<file path="config.mk">
export PLATFORM = sky130hd
export DESIGN_NAME = keyvalues_text_tokenizer_unit
export DESIGN_NICKNAME = d
export VERILOG_FILES = /design/src/hdl/kvt_pkg.sv /design/src/hdl/kvt_decode.sv /design/src/hdl/kvt_result_buf.sv /design/src/hdl/keyvalues_text_tokenizer_unit.sv
export SDC_FILE = /design/constraint.sdc
export NUM_CORES = 1
export LEC_CHECK = 0
export ABC_AREA = 1
export BUFFER_PORTS_ARGS = -buffer_cell sky130_fd_sc_hd__buf_2
export CORE_MARGIN = 4
export CORE_UTILIZATION = 30
export CTS_BUF_LIST = sky130_fd_sc_hd__clkbuf_2 sky130_fd_sc_hd__clkbuf_4 sky130_fd_sc_hd__clkbuf_8
export DETAILED_ROUTE_END_ITERATION = 10
export GPL_TIMING_DRIVEN = 0
export PLACE_DENSITY = 0.44
export SLEW_MARGIN = 10
export SYNTH_ARGS = -nofsm -noshare
export SYNTH_HDL_FRONTEND = slang
export SYNTH_HIERARCHICAL = 1
export SYNTH_SLANG_ARGS = --single-unit
</file>
<file path="constraint.sdc">
create_clock -name clk -period 3.7 [get_ports clk]
set_input_delay 0 -clock clk [delete_from_list [all_inputs] [get_ports clk]]
set_output_delay 0 -clock clk [all_outputs]
set_load 0.02 [all_outputs]
</file>
<file path="src/hdl/kvt_pkg.sv">
// ----------------------------------------------------------------------------
// kvt_pkg
// Types, codes and character constants for the key-value text tokenizer.
// ----------------------------------------------------------------------------
`timescale 1ns / 1ps
`default_nettype none

package kvt_pkg;

  localparam int unsigned MAX_RES = 4;

  localparam logic [7:0] CH_LBRACE = 8'h7B;
  localparam logic [7:0] CH_RBRACE = 8'h7D;
  localparam logic [7:0] CH_QUOTE  = 8'h22;
  localparam logic [7:0] CH_BSLASH = 8'h5C;
  localparam logic [7:0] CH_SLASH  = 8'h2F;
  localparam logic [7:0] CH_LF     = 8'h0A;
  localparam logic [7:0] CH_CR     = 8'h0D;
  localparam logic [7:0] CH_TAB    = 8'h09;
  localparam logic [7:0] CH_SPACE  = 8'h20;
  localparam logic [7:0] CH_NUL    = 8'h00;

  typedef enum logic [2:0] {
    MODE_START   = 3'd0,
    MODE_SLASH   = 3'd1,
    MODE_COMMENT = 3'd2,
    MODE_UNQ     = 3'd3,
    MODE_UNQ_ESC = 3'd4,
    MODE_QUO     = 3'd5,
    MODE_QUO_ESC = 3'd6,
    MODE_DONE    = 3'd7
  } mode_t;

  typedef enum logic [2:0] {
    KIND_OPEN  = 3'd0,
    KIND_CLOSE = 3'd1,
    KIND_BEGIN = 3'd2,
    KIND_CHAR  = 3'd3,
    KIND_END   = 3'd4,
    KIND_EOS   = 3'd5
  } kind_t;

  typedef struct packed {
    logic [7:0] in_byte;
    logic       end_of_input;
  } in_item_t;

  typedef struct packed {
    kind_t      kind;
    logic [7:0] char_value;
    logic       is_quoted;
    logic       last;
  } res_t;

  // Results of one input byte, in emission order, with their count (0 to 4).
  typedef struct packed {
    logic [2:0]             cnt;
    res_t [MAX_RES-1:0]     ent;
  } grp_t;

  function automatic res_t mk_res(kind_t k, logic [7:0] c, logic q);
    res_t r;
    r.kind       = k;
    r.char_value = c;
    r.is_quoted  = q;
    r.last       = 1'b0;
    return r;
  endfunction

endpackage

`default_nettype wire

</file>
<file path="src/hdl/kvt_decode.sv">
// ----------------------------------------------------------------------------
// kvt_decode
// Lexer step: one byte and the current mode give the result group and the
// next mode.
// ----------------------------------------------------------------------------
`timescale 1ns / 1ps
`default_nettype none

module kvt_decode (
  input  kvt_pkg::mode_t    mode,
  input  kvt_pkg::in_item_t item,
  output kvt_pkg::grp_t     grp,
  output kvt_pkg::mode_t    mode_nxt
);

  logic [7:0]          b;
  logic                fin;
  logic                do_unq;
  logic                esc;
  logic                is_ws;
  logic                is_nl;
  logic [2:0]          n;
  kvt_pkg::res_t [3:0] res;

  assign b     = item.in_byte;
  assign fin   = item.end_of_input || (b == kvt_pkg::CH_NUL);
  assign is_nl = (b == kvt_pkg::CH_LF) || (b == kvt_pkg::CH_CR);
  assign is_ws = is_nl || (b == kvt_pkg::CH_SPACE) || (b == kvt_pkg::CH_TAB);

  always_comb begin
    res      = '0;
    n        = 3'd0;
    mode_nxt = mode;
    do_unq   = 1'b0;
    esc      = 1'b0;

    unique case (mode)
      kvt_pkg::MODE_START: begin
        priority if (fin) begin
          res[n[1:0]] = kvt_pkg::mk_res(kvt_pkg::KIND_EOS, 8'h00, 1'b0);
          n = n + 3'd1;
          mode_nxt = kvt_pkg::MODE_DONE;
        end else if (is_ws) begin
          mode_nxt = kvt_pkg::MODE_START;
        end else if (b == kvt_pkg::CH_SLASH) begin
          mode_nxt = kvt_pkg::MODE_SLASH;
        end else if (b == kvt_pkg::CH_LBRACE) begin
          res[n[1:0]] = kvt_pkg::mk_res(kvt_pkg::KIND_OPEN, 8'h00, 1'b0);
          n = n + 3'd1;
        end else if (b == kvt_pkg::CH_RBRACE) begin
          res[n[1:0]] = kvt_pkg::mk_res(kvt_pkg::KIND_CLOSE, 8'h00, 1'b0);
          n = n + 3'd1;
        end else if (b == kvt_pkg::CH_QUOTE) begin
          res[n[1:0]] = kvt_pkg::mk_res(kvt_pkg::KIND_BEGIN, 8'h00, 1'b1);
          n = n + 3'd1;
          mode_nxt = kvt_pkg::MODE_QUO;
        end else begin
          res[n[1:0]] = kvt_pkg::mk_res(kvt_pkg::KIND_BEGIN, 8'h00, 1'b0);
          n = n + 3'd1;
          do_unq = 1'b1;
        end
      end
      kvt_pkg::MODE_SLASH: begin
        if (!fin && (b == kvt_pkg::CH_SLASH)) begin
          mode_nxt = kvt_pkg::MODE_COMMENT;
        end else begin
          // A lone slash opens an unquoted string; the byte is then handled in it.
          res[n[1:0]] = kvt_pkg::mk_res(kvt_pkg::KIND_BEGIN, 8'h00, 1'b0);
          n = n + 3'd1;
          res[n[1:0]] = kvt_pkg::mk_res(kvt_pkg::KIND_CHAR, kvt_pkg::CH_SLASH, 1'b0);
          n = n + 3'd1;
          do_unq = 1'b1;
        end
      end
      kvt_pkg::MODE_COMMENT: begin
        priority if (fin) begin
          res[n[1:0]] = kvt_pkg::mk_res(kvt_pkg::KIND_EOS, 8'h00, 1'b0);
          n = n + 3'd1;
          mode_nxt = kvt_pkg::MODE_DONE;
        end else if (b == kvt_pkg::CH_LF) begin
          mode_nxt = kvt_pkg::MODE_START;
        end else begin
          mode_nxt = kvt_pkg::MODE_COMMENT;
        end
      end
      kvt_pkg::MODE_UNQ, kvt_pkg::MODE_UNQ_ESC: begin
        do_unq = 1'b1;
        esc    = (mode == kvt_pkg::MODE_UNQ_ESC);
      end
      kvt_pkg::MODE_QUO, kvt_pkg::MODE_QUO_ESC: begin
        priority if (fin) begin
          res[n[1:0]] = kvt_pkg::mk_res(kvt_pkg::KIND_END, 8'h00, 1'b0);
          n = n + 3'd1;
          res[n[1:0]] = kvt_pkg::mk_res(kvt_pkg::KIND_EOS, 8'h00, 1'b0);
          n = n + 3'd1;
          mode_nxt = kvt_pkg::MODE_DONE;
        end else if (mode == kvt_pkg::MODE_QUO_ESC) begin
          mode_nxt = kvt_pkg::MODE_QUO;
          if ((b == kvt_pkg::CH_QUOTE) || (b == kvt_pkg::CH_BSLASH)) begin
            res[n[1:0]] = kvt_pkg::mk_res(kvt_pkg::KIND_CHAR, b, 1'b0);
            n = n + 3'd1;
          end
        end else if (b == kvt_pkg::CH_QUOTE) begin
          res[n[1:0]] = kvt_pkg::mk_res(kvt_pkg::KIND_END, 8'h00, 1'b0);
          n = n + 3'd1;
          mode_nxt = kvt_pkg::MODE_START;
        end else if (b == kvt_pkg::CH_BSLASH) begin
          mode_nxt = kvt_pkg::MODE_QUO_ESC;
        end else if (!is_nl) begin
          res[n[1:0]] = kvt_pkg::mk_res(kvt_pkg::KIND_CHAR, b, 1'b0);
          n = n + 3'd1;
          mode_nxt = kvt_pkg::MODE_QUO;
        end else begin
          mode_nxt = kvt_pkg::MODE_QUO;
        end
      end
      default: begin
        mode_nxt = kvt_pkg::MODE_DONE;
      end
    endcase

    // Shared handling of a byte inside an unquoted string.
    if (do_unq) begin
      priority if (fin) begin
        res[n[1:0]] = kvt_pkg::mk_res(kvt_pkg::KIND_END, 8'h00, 1'b0);
        n = n + 3'd1;
        res[n[1:0]] = kvt_pkg::mk_res(kvt_pkg::KIND_EOS, 8'h00, 1'b0);
        n = n + 3'd1;
        mode_nxt = kvt_pkg::MODE_DONE;
      end else if ((b == kvt_pkg::CH_LBRACE) || (b == kvt_pkg::CH_RBRACE)) begin
        res[n[1:0]] = kvt_pkg::mk_res(kvt_pkg::KIND_END, 8'h00, 1'b0);
        n = n + 3'd1;
        res[n[1:0]] = kvt_pkg::mk_res((b == kvt_pkg::CH_LBRACE) ? kvt_pkg::KIND_OPEN
                                                                 : kvt_pkg::KIND_CLOSE,
                                      8'h00, 1'b0);
        n = n + 3'd1;
        mode_nxt = kvt_pkg::MODE_START;
      end else if (esc) begin
        mode_nxt = kvt_pkg::MODE_UNQ;
        if ((b == kvt_pkg::CH_QUOTE) || (b == kvt_pkg::CH_BSLASH)) begin
          res[n[1:0]] = kvt_pkg::mk_res(kvt_pkg::KIND_CHAR, b, 1'b0);
          n = n + 3'd1;
        end
      end else if (b == kvt_pkg::CH_BSLASH) begin
        mode_nxt = kvt_pkg::MODE_UNQ_ESC;
      end else if (!is_nl) begin
        res[n[1:0]] = kvt_pkg::mk_res(kvt_pkg::KIND_CHAR, b, 1'b0);
        n = n + 3'd1;
        mode_nxt = kvt_pkg::MODE_UNQ;
      end else begin
        mode_nxt = kvt_pkg::MODE_UNQ;
      end
    end

    // A count of four wraps the index to zero, so minus one lands on entry three.
    if (n != 3'd0) begin
      res[n[1:0] - 2'd1].last = 1'b1;
    end
  end

  assign grp.cnt = n;
  assign grp.ent = res;

endmodule

`default_nettype wire

</file>
<file path="src/hdl/kvt_result_buf.sv">
// ----------------------------------------------------------------------------
// kvt_result_buf
// Result register: holds one group of up to four results and hands them out
// one beat at a time.
// ----------------------------------------------------------------------------
`timescale 1ns / 1ps
`default_nettype none

module kvt_result_buf (
  input  logic           clk,
  input  logic           rst_n,
  input  logic           load,
  input  kvt_pkg::grp_t  grp,
  output logic           grp_free,
  output logic           out_valid,
  input  logic           out_ready,
  output kvt_pkg::res_t  out_data
);

  logic [2:0]          rem_r;
  logic [2:0]          rem_nxt;
  kvt_pkg::res_t [3:0] ent_r;
  kvt_pkg::res_t [3:0] ent_nxt;
  logic                fire;

  assign out_valid = (rem_r != 3'd0);
  assign out_data  = ent_r[0];
  assign fire      = out_valid && out_ready;
  // The group may be replaced once its final beat goes out in this cycle.
  assign grp_free  = (rem_r == 3'd0) || ((rem_r == 3'd1) && out_ready);

  always_comb begin
    rem_nxt = rem_r;
    ent_nxt = ent_r;
    if (fire) begin
      rem_nxt    = rem_r - 3'd1;
      ent_nxt[0] = ent_r[1];
      ent_nxt[1] = ent_r[2];
      ent_nxt[2] = ent_r[3];
    end
    if (load) begin
      rem_nxt = grp.cnt;
      ent_nxt = grp.ent;
    end
  end

  always_ff @(posedge clk) begin
    if (!rst_n) begin
      rem_r <= 3'd0;
    end else begin
      rem_r <= rem_nxt;
    end
  end

  always_ff @(posedge clk) begin
    ent_r <= ent_nxt;
  end

endmodule

`default_nettype wire

</file>
<file path="src/hdl/keyvalues_text_tokenizer_unit.sv">
// An accepted byte is registered, decoded and loaded into the result register once
// that register is free; its first result beat, if any, is offered from then on.
// Throughput: one byte per cycle while out_ready is high and each byte yields at
// most one result; a byte with more (up to four) holds the register until all are taken.
// Reset (synchronous, rst_n low) returns the lexer to token start and empties both
// the input register and the result register.
// ----------------------------------------------------------------------------
// keyvalues_text_tokenizer_unit
// Key-value text tokenizer top level: input register, lexer step and mode
// register, result register.
// ----------------------------------------------------------------------------
`timescale 1ns / 1ps
`default_nettype none

module keyvalues_text_tokenizer_unit (
  input  logic              clk,
  input  logic              rst_n,
  input  logic              in_valid,
  output logic              in_ready,
  input  kvt_pkg::in_item_t in_data,
  output logic              out_valid,
  input  logic              out_ready,
  output kvt_pkg::res_t     out_data
);

  logic              in_v_r;
  logic              in_v_nxt;
  kvt_pkg::in_item_t in_d_r;
  kvt_pkg::mode_t    mode_r;
  kvt_pkg::mode_t    mode_nxt;
  kvt_pkg::mode_t    dec_mode;
  kvt_pkg::grp_t     dec_grp;
  logic              grp_free;
  logic              load;
  logic              in_fire;

  assign load     = in_v_r && grp_free;
  assign in_ready = !in_v_r || grp_free;
  assign in_fire  = in_valid && in_ready;

  always_comb begin
    in_v_nxt = in_v_r;
    if (in_fire) begin
      in_v_nxt = 1'b1;
    end else if (load) begin
      in_v_nxt = 1'b0;
    end
  end

  always_comb begin
    mode_nxt = mode_r;
    if (load) begin
      mode_nxt = dec_mode;
    end
  end

  always_ff @(posedge clk) begin
    if (!rst_n) begin
      in_v_r <= 1'b0;
      mode_r <= kvt_pkg::MODE_START;
    end else begin
      in_v_r <= in_v_nxt;
      mode_r <= mode_nxt;
    end
  end

  always_ff @(posedge clk) begin
    if (in_fire) begin
      in_d_r <= in_data;
    end
  end

  kvt_decode u_decode (
    .mode     (mode_r),
    .item     (in_d_r),
    .grp      (dec_grp),
    .mode_nxt (dec_mode)
  );

  kvt_result_buf u_result_buf (
    .clk       (clk),
    .rst_n     (rst_n),
    .load      (load),
    .grp       (dec_grp),
    .grp_free  (grp_free),
    .out_valid (out_valid),
    .out_ready (out_ready),
    .out_data  (out_data)
  );

endmodule

`default_nettype wire

</file>
==> results of run 1 <==
-- worst max-delay path, cell delays in order, from the launching register on --
cell	delay (ns)
edfxtp_1	0.41
inv_1	0.18
nand2_1	0.13
nor2_1	0.11
nand3_1	0.23
nand2_1	0.19
nand2_1	0.09
nand3_1	0.09
nand2_1	0.06
nor2_1	0.33
ha_1	0.36
nand3b_1	0.17
nand2_1	0.06
inv_1	0.04
nand2_1	0.05
nand2_1	0.05
nand3_1	0.08
nand2_1	0.14
inv_1	0.12
nor2_1	0.05
nand2_1	0.07
nand2_1	0.05
-- where the power goes --
part | switching (mW) | internal (mW)
logic | 1.30 | 0.658
registers | 0.106 | 1.25
clock network | 0.299 | 0.456
total | 1.71 | 2.37
-- Yosys cell counts (all sizes together) --
master   instances
a21boi           1
a21oi            9
a22oi            1
a31oi            5
and2             1
buf             30
clkbuf           1
clkinv           1
conb             1
dfxtp            7
edfxtp          61
ha              10
inv             56
nand2          223
nand3           32
nand3b           1
nand4           10
nor2            69
nor3            12
nor4             1
o2111ai          1
o21ai           17
o31ai            1
-- repair_timing --
action / in CTS / in global routing
buffers inserted: 0 / 0
setup endpoints to repair: 0 / 0
endpoints found under the hold margin: 15 / 0
hold buffers: 13 / 0
-- layer usage --
layer,share of wire,routed length (um),global-route usage,vias to the layer above
met3,0.052,583,0.0371,10
met1,0.46,5200,0.189,1614
met2,0.48,5370,0.239,90
met5,0,0,0,-
li1,-,-,-,1861
met4,0.0088,99,0.0318,0
-- metrics by stage --
| step | hold WS [ns] | instance area, um2 |
|---|---|---|
| after CTS | 0.323 | 5080 |
| after global placement | 0.179 | 4710 |
| after floorplan | 0.0989 | 4350 |
| final | 0.346 | 5080 |
| after detailed placement | 0.178 | 4710 |
| after global routing | 0.326 | 5080 |
-- registers in the layout (all words and copies together), names as in the netlist --
| signal | cells |
|---|---|
| u_result_buf/ent_r | 39 |
| u_result_buf/out_data | 13 |
| in_v_r | 1 |
| u_result_buf/rem_r | 3 |
| mode_r | 3 |
| in_d_r | 9 |
-- cell families after synthesis --
family / after synthesis / synth area share
simple gates: 349 / 0.360
buf+inv: 88 / 0.108
flops: 68 / 0.454
compound gates: 35 / 0.0487
fa+ha+maj: 10 / 0.0288
other cells: 1 / 0.000864
-- layout make-up --
cell class,instances,area (um2)
plain buffers,31,249
clock buffers,10,131
clock inverters,6,113
fillers,1472,8960
inverters,57,219
multi-input cells,397,1910
flip-flops and latches,68,1970
well taps,180,225
repair buffers,40,265
-- worst max-delay path by stage --
stage	start	end
floorplan	in_d_r[8]	u_result_buf/ent_r[13]
global placement	in_d_r[8]	u_result_buf/ent_r[13]
detailed placement	in_d_r[8]	u_result_buf/ent_r[13]
CTS	in_d_r[8]	u_result_buf/ent_r[13]
global route	in_d_r[8]	u_result_buf/ent_r[13]
finish	in_d_r[8]	u_result_buf/ent_r[13]
==> results.md, run 1 <==
- DIE WIDTH: 128 um
- DR pass1 iterations: 4
- Hold Crit Class: input port to register
- #FFs+latches synth: 68
- Worst skew pair latency: 0.36 ns
- Die area: 16500 um2
- Maximum capacitance violations: 0
- Via count: 3575
- Vias in the first global route: 3466
- Area Growth Syn to Fin: 17.1%
- Startpoint types: register
- Fin Clk Skew: 0.0131 ns
- Syn Area/Cell: 7.88 um2
- Max-slew violation count: 0
- Tmin final: 3.29 ns
- Initial Util: 0.309
- Worst R2R End: u_result_buf/ent_r[13]
- VDD IR max: 0.375 mV
- Routability cong.: 0.909
- Share of layout cells above drive strength 1: 0.190
- Routed Antenna Nets: 0
- Initial antenna violation count: 0
- Worst-path fanout max: 7
- Final setup margin: 0.410 ns
- Crit share post-route: 0.889
- Total CTS buffers: 9
- Syn Inst Count: 551
- DP Wirelength: 8.78 mm
- RSZ-0062 raised after global routing: no
- I/O pins: 28
- Routed len/inst: 14.3 um
- Yosys top cell area share: 0.422
- CTS Root Buffer Type: clkbuf_8
- Worst Hold End: in_d_r[4]
- # rows: 43
- Reg-to-Reg Start: in_d_r[8]
- H-tree levels: 3
- Slew headroom: 0.453
- Synth cell types: 38
- Setup TNS: 0 ns
- Worst Max-Slew Pin Slew: 0.820 ns
- Final Hold Fails: 0
- Clk slew on worst S/H paths: 0.08 ns
- All-Layer GR Usage: 0.144
- Clk buf depth: 2
- Kind of end point of the critical path: register
- Via-to-Cell Ratio: 4.53
- Post-synthesis sequential area ratio: 0.454
- Final nets: 627
- Pre-CTS setup slack: 0.370 ns
- Iter 0 DRT Violations: 230
- Hold Crit Start: in_data[4]
- Die Y-Extent: 128 um
- Max Fclk: 0.304 GHz
- Post-Syn Area: 4340 um2
- Core area: 14000 um2
- Most common cell after layout, fill and taps aside: nand2_1
- Final WL: 11.3 mm
- Placed insts: 760
- First-pass GRT wire length: 18.3 mm
- Most frequent cells in the layout: nand2_1, nor2_1, edfxtp_1
- Lkg Pwr: 2.39 nW
- # diodes: 0
- Syn. warnings: 6
- Clk sinks: 68
- Synth top area cells: edfxtp_1, nand2_1, nor2_1
- Port bufs: 27
- CTS tree: built
- Crit Path Category: register to register
- Critical Path RT: 3.82 ns
- Power Dens Cells: 802 nW/um2
- Pin count of the biggest net entering global routing: 43
- Residual DRC: 0
- Crit path DAT: 3.41 ns
- Worst hold stages: 2
- Total power: 4.07 mW
- Final setup vio count: 0
- # resized after CTS: 0
- Final design utilization: 0.362
- FF-to-FF setup slack: 0.41 ns
- Leading area contributor after synthesis: edfxtp_1
- GRT Residual Overflow: 0
- Status: completed
- Final Non-Filler Cells: 789
- Reg2Reg Depth: 21
Note: power is estimated with default switching activity, not from simulation.
==> run 2, diff against run 1 <==
Settings changed: GPL_TIMING_DRIVEN 0 to not set.
==> run 2 against run 1 <==
  * Global-route usage down 0.27 points
  * Cell count down 3.0%
  * Maximum frequency up 1.5%
  * Critical endpoint is now u_result_buf/ent_r[17]
  * Combinational power down 9.7%
  * Count of clock-buffer cells in the layout up 2
  * Routed wire length down 2.7%
  * Clock skew down 0.0058 ns
==> results.md, run 2 (same netlist as run 1, synthesis figures left out) <==
- Reg power frac: 0.360 (was 0.333)
- Lkg Pwr: 2.24 nW (was 2.39 nW)
- CTS tree: built (unchanged)
- Clk network pwr share: 0.170 (was 0.185)
- DR pass1 iterations: 5 (was 4)
- Core area: 14000 um2 (unchanged)
- First-pass GRT wire length: 18.1 mm (was 18.3 mm)
- VDD IR max: 0.247 mV (was 0.375 mV)
- Most flop-heavy register: u_result_buf/ent_r (unchanged)
- Placed insts: 736 (was 760)
- Worst Max-Slew Pin Slew: 0.830 ns (was 0.820 ns)
- Final nets: 603 (was 627)
- Vias in the first global route: 3427 (was 3466)
- Hold Crit Start: in_data[4] (unchanged)
- Setup TNS: 0 ns (unchanged)
- DP Wirelength: 7.95 mm (was 8.78 mm)
- Share of layout cells above drive strength 1: 0.159 (was 0.190)
- Largest register FFs: 39 (unchanged)
- Most frequent cells in the layout: nand2_1, nor2_1, edfxtp_1 (unchanged)
- Internal Power: 2.11 mW (was 2.37 mW)
- Final setup vio count: 0 (unchanged)
- Logic gate share of total power: 0.470 (was 0.481)
- Reg2Reg Depth: 15 (was 21)
- Kind of end point of the critical path: register (unchanged)
- # resized after CTS: 0 (unchanged)
- Hold-fix buffers, CTS: 13 (unchanged)
- Max-slew violation count: 0 (unchanged)
- Via count: 3557 (was 3575)
- Tmin final: 3.24 ns (was 3.29 ns)
- DIE WIDTH: 128 um (unchanged)
- Status: completed (unchanged)
- Setup repair bufs after CTS: 0 (unchanged)
- Worst Hold End: in_d_r[4] (unchanged)
- Residual DRC: 0 (unchanged)
- Final Hold Fails: 0 (unchanged)
- Maximum capacitance violations: 0 (unchanged)
- Die area: 16500 um2 (unchanged)
- Critical Path RT: 3.94 ns (was 3.82 ns)
- Die Y-Extent: 128 um (unchanged)
- Final WL: 11.0 mm (was 11.3 mm)
- Initial antenna violation count: 1 (was 0)
- Fin Clk Skew: 0.00734 ns (was 0.0131 ns)
- Total CTS buffers: 9 (unchanged)
- Reg-to-Reg Start: in_d_r[2] (was in_d_r[8])
- Routed len/inst: 14.3 um (about the same)
- Worst-path fanout max: 12 (was 7)
- Pin count of the biggest net entering global routing: 58 (was 43)
- Clk sinks: 68 (unchanged)
- Crit path DAT: 3.48 ns (was 3.41 ns)
- Final setup margin: 0.459 ns (was 0.410 ns)
- Pre-CTS setup slack: 0.511 ns (was 0.370 ns)
- Routed Antenna Nets: 0 (unchanged)
- GRT Residual Overflow: 0 (unchanged)
- Routability cong.: 0.969 (was 0.909)
- Port bufs: 27 (unchanged)
- I/O pins: 28 (unchanged)
- Max Fclk: 0.309 GHz (was 0.304 GHz)
- Most common cell after layout, fill and taps aside: nand2_1 (unchanged)
- Net Sw Frac: 0.439 (was 0.419)
- FF-to-FF setup slack: 0.46 ns (was 0.41 ns)
- Worst skew pair latency: 0.37 ns (was 0.36 ns)
- RSZ-0062 raised after global routing: no (unchanged)
- Initial Util: 0.309 (unchanged)
- Crit share post-route: 0.876 (was 0.889)
- Clk slew on worst S/H paths: 0.07 ns (was 0.08 ns)
- Worst hold stages: 2 (unchanged)
- Via-to-Cell Ratio: 4.65 (was 4.53)
- Power Dens Cells: 777 nW/um2 (was 802 nW/um2)
- Clk buf depth: 2 (unchanged)
- Final Non-Filler Cells: 765 (was 789)
- Net Switching: 1.65 mW (was 1.71 mW)
- # diodes: 0 (unchanged)
- H-tree levels: 3 (unchanged)
- Crit Path Category: register to register (unchanged)
- CTS Root Buffer Type: clkbuf_8 (unchanged)
- Total power: 3.77 mW (was 4.07 mW)
- Final design utilization: 0.345 (was 0.362)
- Slew headroom: 0.447 (was 0.453)
- All-Layer GR Usage: 0.141 (was 0.144)
- Startpoint types: register (unchanged)
- Worst R2R End: u_result_buf/ent_r[17] (was u_result_buf/ent_r[13])
- Iter 0 DRT Violations: 314 (was 230)
- Area Growth Syn to Fin: 11.6% (was 17.1%)
- # rows: 43 (unchanged)
- Hold Crit Class: input port to register (unchanged)
## run 2: power by group through the flow
stage               Combinational [mW]  Clock, mW  Sequential, mW
finish                            1.77      0.640            1.35
global placement                  1.80          0            1.37
CTS                               1.79      0.672            1.36
global route                      2.00      0.701            1.39
floorplan                         1.46          0            1.34
detailed placement                1.77          0            1.38
## run 2: metal layers
metal,part of all wire,up-vias,routed length [um],GRT usage
li1,-,1808,-,-
met1,0.49,1632,5380,0.202
met2,0.43,94,4750,0.204
met3,0.052,21,571,0.0321
met4,0.022,2,244,0.0587
met5,0.0012,-,13,0
## run 2: stage by stage
stage               area [um2]  hold slack (ns)
global placement          4510            0.177
floorplan                 4350           0.0989
global route              4840            0.325
detailed placement        4510            0.178
CTS                       4840            0.306
finish                    4840            0.334
## run 2: critical path, cell delays in order, from the launching register on
cell	delay, ns
edfxtp_1	0.46
nor2_1	0.09
nand2_1	0.10
nor2_1	0.06
nor2_2	0.40
nor2_1	0.16
nor2_2	0.20
nand3_1	0.26
ha_1	0.29
nor2_1	0.16
nand2_1	0.11
o21ai_0	0.22
nand3_2	0.21
a31oi_1	0.23
nand2_1	0.08
nand2_1	0.09
## run 2: worst max-delay path by stage
stage                   start                endpoint  slack (ns)
floorplan           in_d_r[8]  u_result_buf/ent_r[13]        1.09
global placement    in_d_r[2]  u_result_buf/ent_r[17]        0.54
detailed placement  in_d_r[2]  u_result_buf/ent_r[26]        0.51
CTS                 in_d_r[2]  u_result_buf/ent_r[26]        0.48
global route        in_d_r[4]   u_result_buf/rem_r[1]        0.11
finish              in_d_r[2]  u_result_buf/ent_r[17]        0.46
## run 2: cell type report
class / count / area (um2)
Inverter: 57 / 219
Fill cell: 1464 / 9200
Clock inverter: 4 / 48.8
Sequential cell: 68 / 1970
Timing Repair Buffer: 47 / 318
Clock buffer: 12 / 153
Tap cell: 180 / 225
Multi-Input combinational cell: 397 / 1910
==> run 3, diff against run 2 <==
Settings changed: PLACE_DENSITY 0.44 to not set.
==> run 3 against run 2 <==
  * Non-clock buffer count shrank 2
  * Flip-flop and latch count did not move
  * Critical path depth did not move
  * First-iteration DRC count is 5.1% higher
  * Via count grew 1.6%
  * Sequential power barely moved
  * Combinational power is essentially flat
  * Register-to-register slack worse by 0.13 ns
  * Sequential share of layout area grew 0.17 points
  * Worst setup slack got worse by 0.13 ns
  * Power decreased by 1.0%
  * Maximum frequency shrank 3.8%
==> results.md, run 3 (same netlist as run 1, synthesis figures left out) <==
- Slew headroom: 0.456 (was 0.447)
- VDD IR max: 0.301 mV (was 0.247 mV)
- GRT Residual Overflow: 0 (unchanged)
- H-tree levels: 3 (unchanged)
- Pin count of the biggest net entering global routing: 58 (unchanged)
- Hold Crit Start: in_data[2] (was in_data[4])
- Setup TNS: 0 ns (unchanged)
- Largest register FFs: 39 (unchanged)
- Worst skew pair latency: 0.34 ns (was 0.37 ns)
- Worst Max-Slew Pin Slew: 0.815 ns (was 0.830 ns)
- Kind of end point of the critical path: register (unchanged)
- Clk network pwr share: 0.161 (was 0.170)
- Initial Util: 0.309 (unchanged)
- Reg-to-Reg Start: in_d_r[4] (was in_d_r[2])
- Startpoint types: register (unchanged)
- Crit. Startpoint: in_d_r[4] (was in_d_r[2])
- Power Dens Cells: 773 nW/um2 (was 777 nW/um2)
- Routed len/inst: 13.8 um (was 14.3 um)
- Final setup vio count: 0 (unchanged)
- Status: completed (unchanged)
- Internal Power: 2.07 mW (was 2.11 mW)
- Area Growth Syn to Fin: 11.1% (was 11.6%)
- Initial antenna violation count: 0 (was 1)
- Clk sinks: 68 (unchanged)
- DP Wirelength: 7.72 mm (was 7.95 mm)
- Most flop-heavy register: u_result_buf/ent_r (unchanged)
- Reg2Reg Depth: 15 (unchanged)
- Clk buf depth: 2 (unchanged)
- Share of layout cells above drive strength 1: 0.154 (was 0.159)
- RSZ-0062 raised after global routing: no (unchanged)
- Most common cell after layout, fill and taps aside: nand2_1 (unchanged)
- Worst hold stages: 2 (unchanged)
- First-pass GRT wire length: 17.9 mm (was 18.1 mm)
- All-Layer GR Usage: 0.135 (was 0.141)
- Residual DRC: 0 (unchanged)
- Placed cell area: 4500 um2 (was 4510 um2)
- Hold Crit Class: input port to register (unchanged)
- Die Y-Extent: 128 um (unchanged)
- Max Fclk: 0.297 GHz (was 0.309 GHz)
- CTS tree: built (unchanged)
- Final nets: 601 (was 603)
- Iter 0 DRT Violations: 330 (was 314)
- Port bufs: 27 (unchanged)
- Reg power frac: 0.365 (was 0.360)
- Max-slew violation count: 0 (unchanged)
- Crit share post-route: 0.910 (was 0.876)
- DR pass1 iterations: 5 (unchanged)
- Net Switching: 1.65 mW (about the same)
- Worst-path fanout max: 12 (unchanged)
- Critical Path RT: 3.91 ns (was 3.94 ns)
- Routed Antenna Nets: 0 (unchanged)
- Core area: 14000 um2 (unchanged)
- Total CTS buffers: 9 (unchanged)
- DIE WIDTH: 128 um (unchanged)
- Via count: 3614 (was 3557)
- Maximum capacitance violations: 0 (unchanged)
- Crit path DAT: 3.58 ns (was 3.48 ns)
- Crit Path Category: register to register (unchanged)
- Most frequent cells in the layout: nand2_1, nor2_1, edfxtp_1 (unchanged)
- CTS Root Buffer Type: clkbuf_8 (unchanged)
- Clk slew on worst S/H paths: 0.08 ns (was 0.07 ns)
- Final WL: 10.5 mm (was 11.0 mm)
- Setup repair bufs after CTS: 0 (unchanged)
- # diodes: 0 (unchanged)
- # rows: 43 (unchanged)
- I/O pins: 28 (unchanged)
- Tmin final: 3.37 ns (was 3.24 ns)
- Post-route design area: 4820 um2 (was 4840 um2)
- Via-to-Cell Ratio: 4.74 (was 4.65)
- Final Hold Fails: 0 (unchanged)
- Net Sw Frac: 0.444 (was 0.439)
- Logic gate share of total power: 0.474 (was 0.470)
- Routability cong.: 0.935 (was 0.969)
- Vias in the first global route: 3536 (was 3427)
- Die area: 16500 um2 (unchanged)
- Lkg Pwr: 2.22 nW (was 2.24 nW)
- Fin Clk Skew: 0.0106 ns (was 0.00734 ns)
run 3: cell count changes in the layout (fill, tap and decap cells not counted):
cell        before  now
buf_4            7    5
clkbuf_4         2    0
clkbuf_8        10    9
clkinv_1         1    2
clkinvlp_4       0    2
nor2_2           5    4
nor2_4           1    2
run 3: stage by stage:
step	hold slack (ns)	total power, mW	cells	util	setup WS, ns
after floorplan	0.0989	2.80	553	-	1.09
after global placement	0.177	3.13	734	0.320	0.204
after detailed placement	0.178	3.13	734	0.320	0.269
after CTS	0.328	3.75	763	0.343	0.250
after global routing	0.352	4.05	763	0.344	0.0729
final	0.362	3.73	763	0.344	0.332
run 3: layout make-up:
cell class              instances  area [um2]
fillers                      1475        9220
flip-flops and latches         68        1970
multi-input cells             397        1910
repair buffers                 45         303
well taps                     180         225
inverters                      57         219
clock buffers                   9         124
clock inverters                 7        67.6
run 3: worst paths after layout:
| check | endpoint | slack [ns] |
|---|---|---|
| setup / recovery | u_result_buf/ent_r[18] | 0.33 |
| setup reg to reg | u_result_buf/ent_r[18] | 0.33 |
| hold / removal | in_d_r[2] | 0.36 |
| hold reg to reg | u_result_buf/rem_r[1] | 0.49 |
run 3: what timing repair did:
action | 4_1_cts | 5_1_grt
hold buffers | 13 | 0
resized for setup | 0 | 1
endpoints found under the setup margin | 0 | 8
hold endpoints to repair | 15 | 0
run 3: metal layers:
| metal | up-vias | wire length (um) | GRT usage |
|---|---|---|---|
| met5 | - | 0 | 0 |
| met4 | 0 | 129 | 0.0375 |
| met3 | 17 | 641 | 0.0296 |
| met2 | 136 | 4550 | 0.202 |
| met1 | 1655 | 5200 | 0.197 |
| li1 | 1806 | - | - |
run 3: worst max-delay path, stage by stage, from the launching register on:
cell and delay (ns):
edfxtp_1 0.51, nor2_1 0.11, nand2_1 0.13, nor2_1 0.08
nor2_4 0.30, nor2_1 0.15, nor2_2 0.23, nand3_1 0.15
ha_1 0.33, nor2_1 0.24, nand2_1 0.12, o21ai_0 0.27
nand3_2 0.21, a31oi_1 0.21, nand2_1 0.08, nand2_1 0.11
run 3: power groups by stage:
| stage | Clock, mW | Combinational, mW | Sequential, mW |
|---|---|---|---|
| after detailed placement | 0 | 1.75 | 1.38 |
| after global routing | 0.655 | 2.00 | 1.39 |
| after global placement | 0 | 1.76 | 1.37 |
| final | 0.601 | 1.77 | 1.36 |
| after floorplan | 0 | 1.46 | 1.34 |
| after CTS | 0.625 | 1.76 | 1.36 |
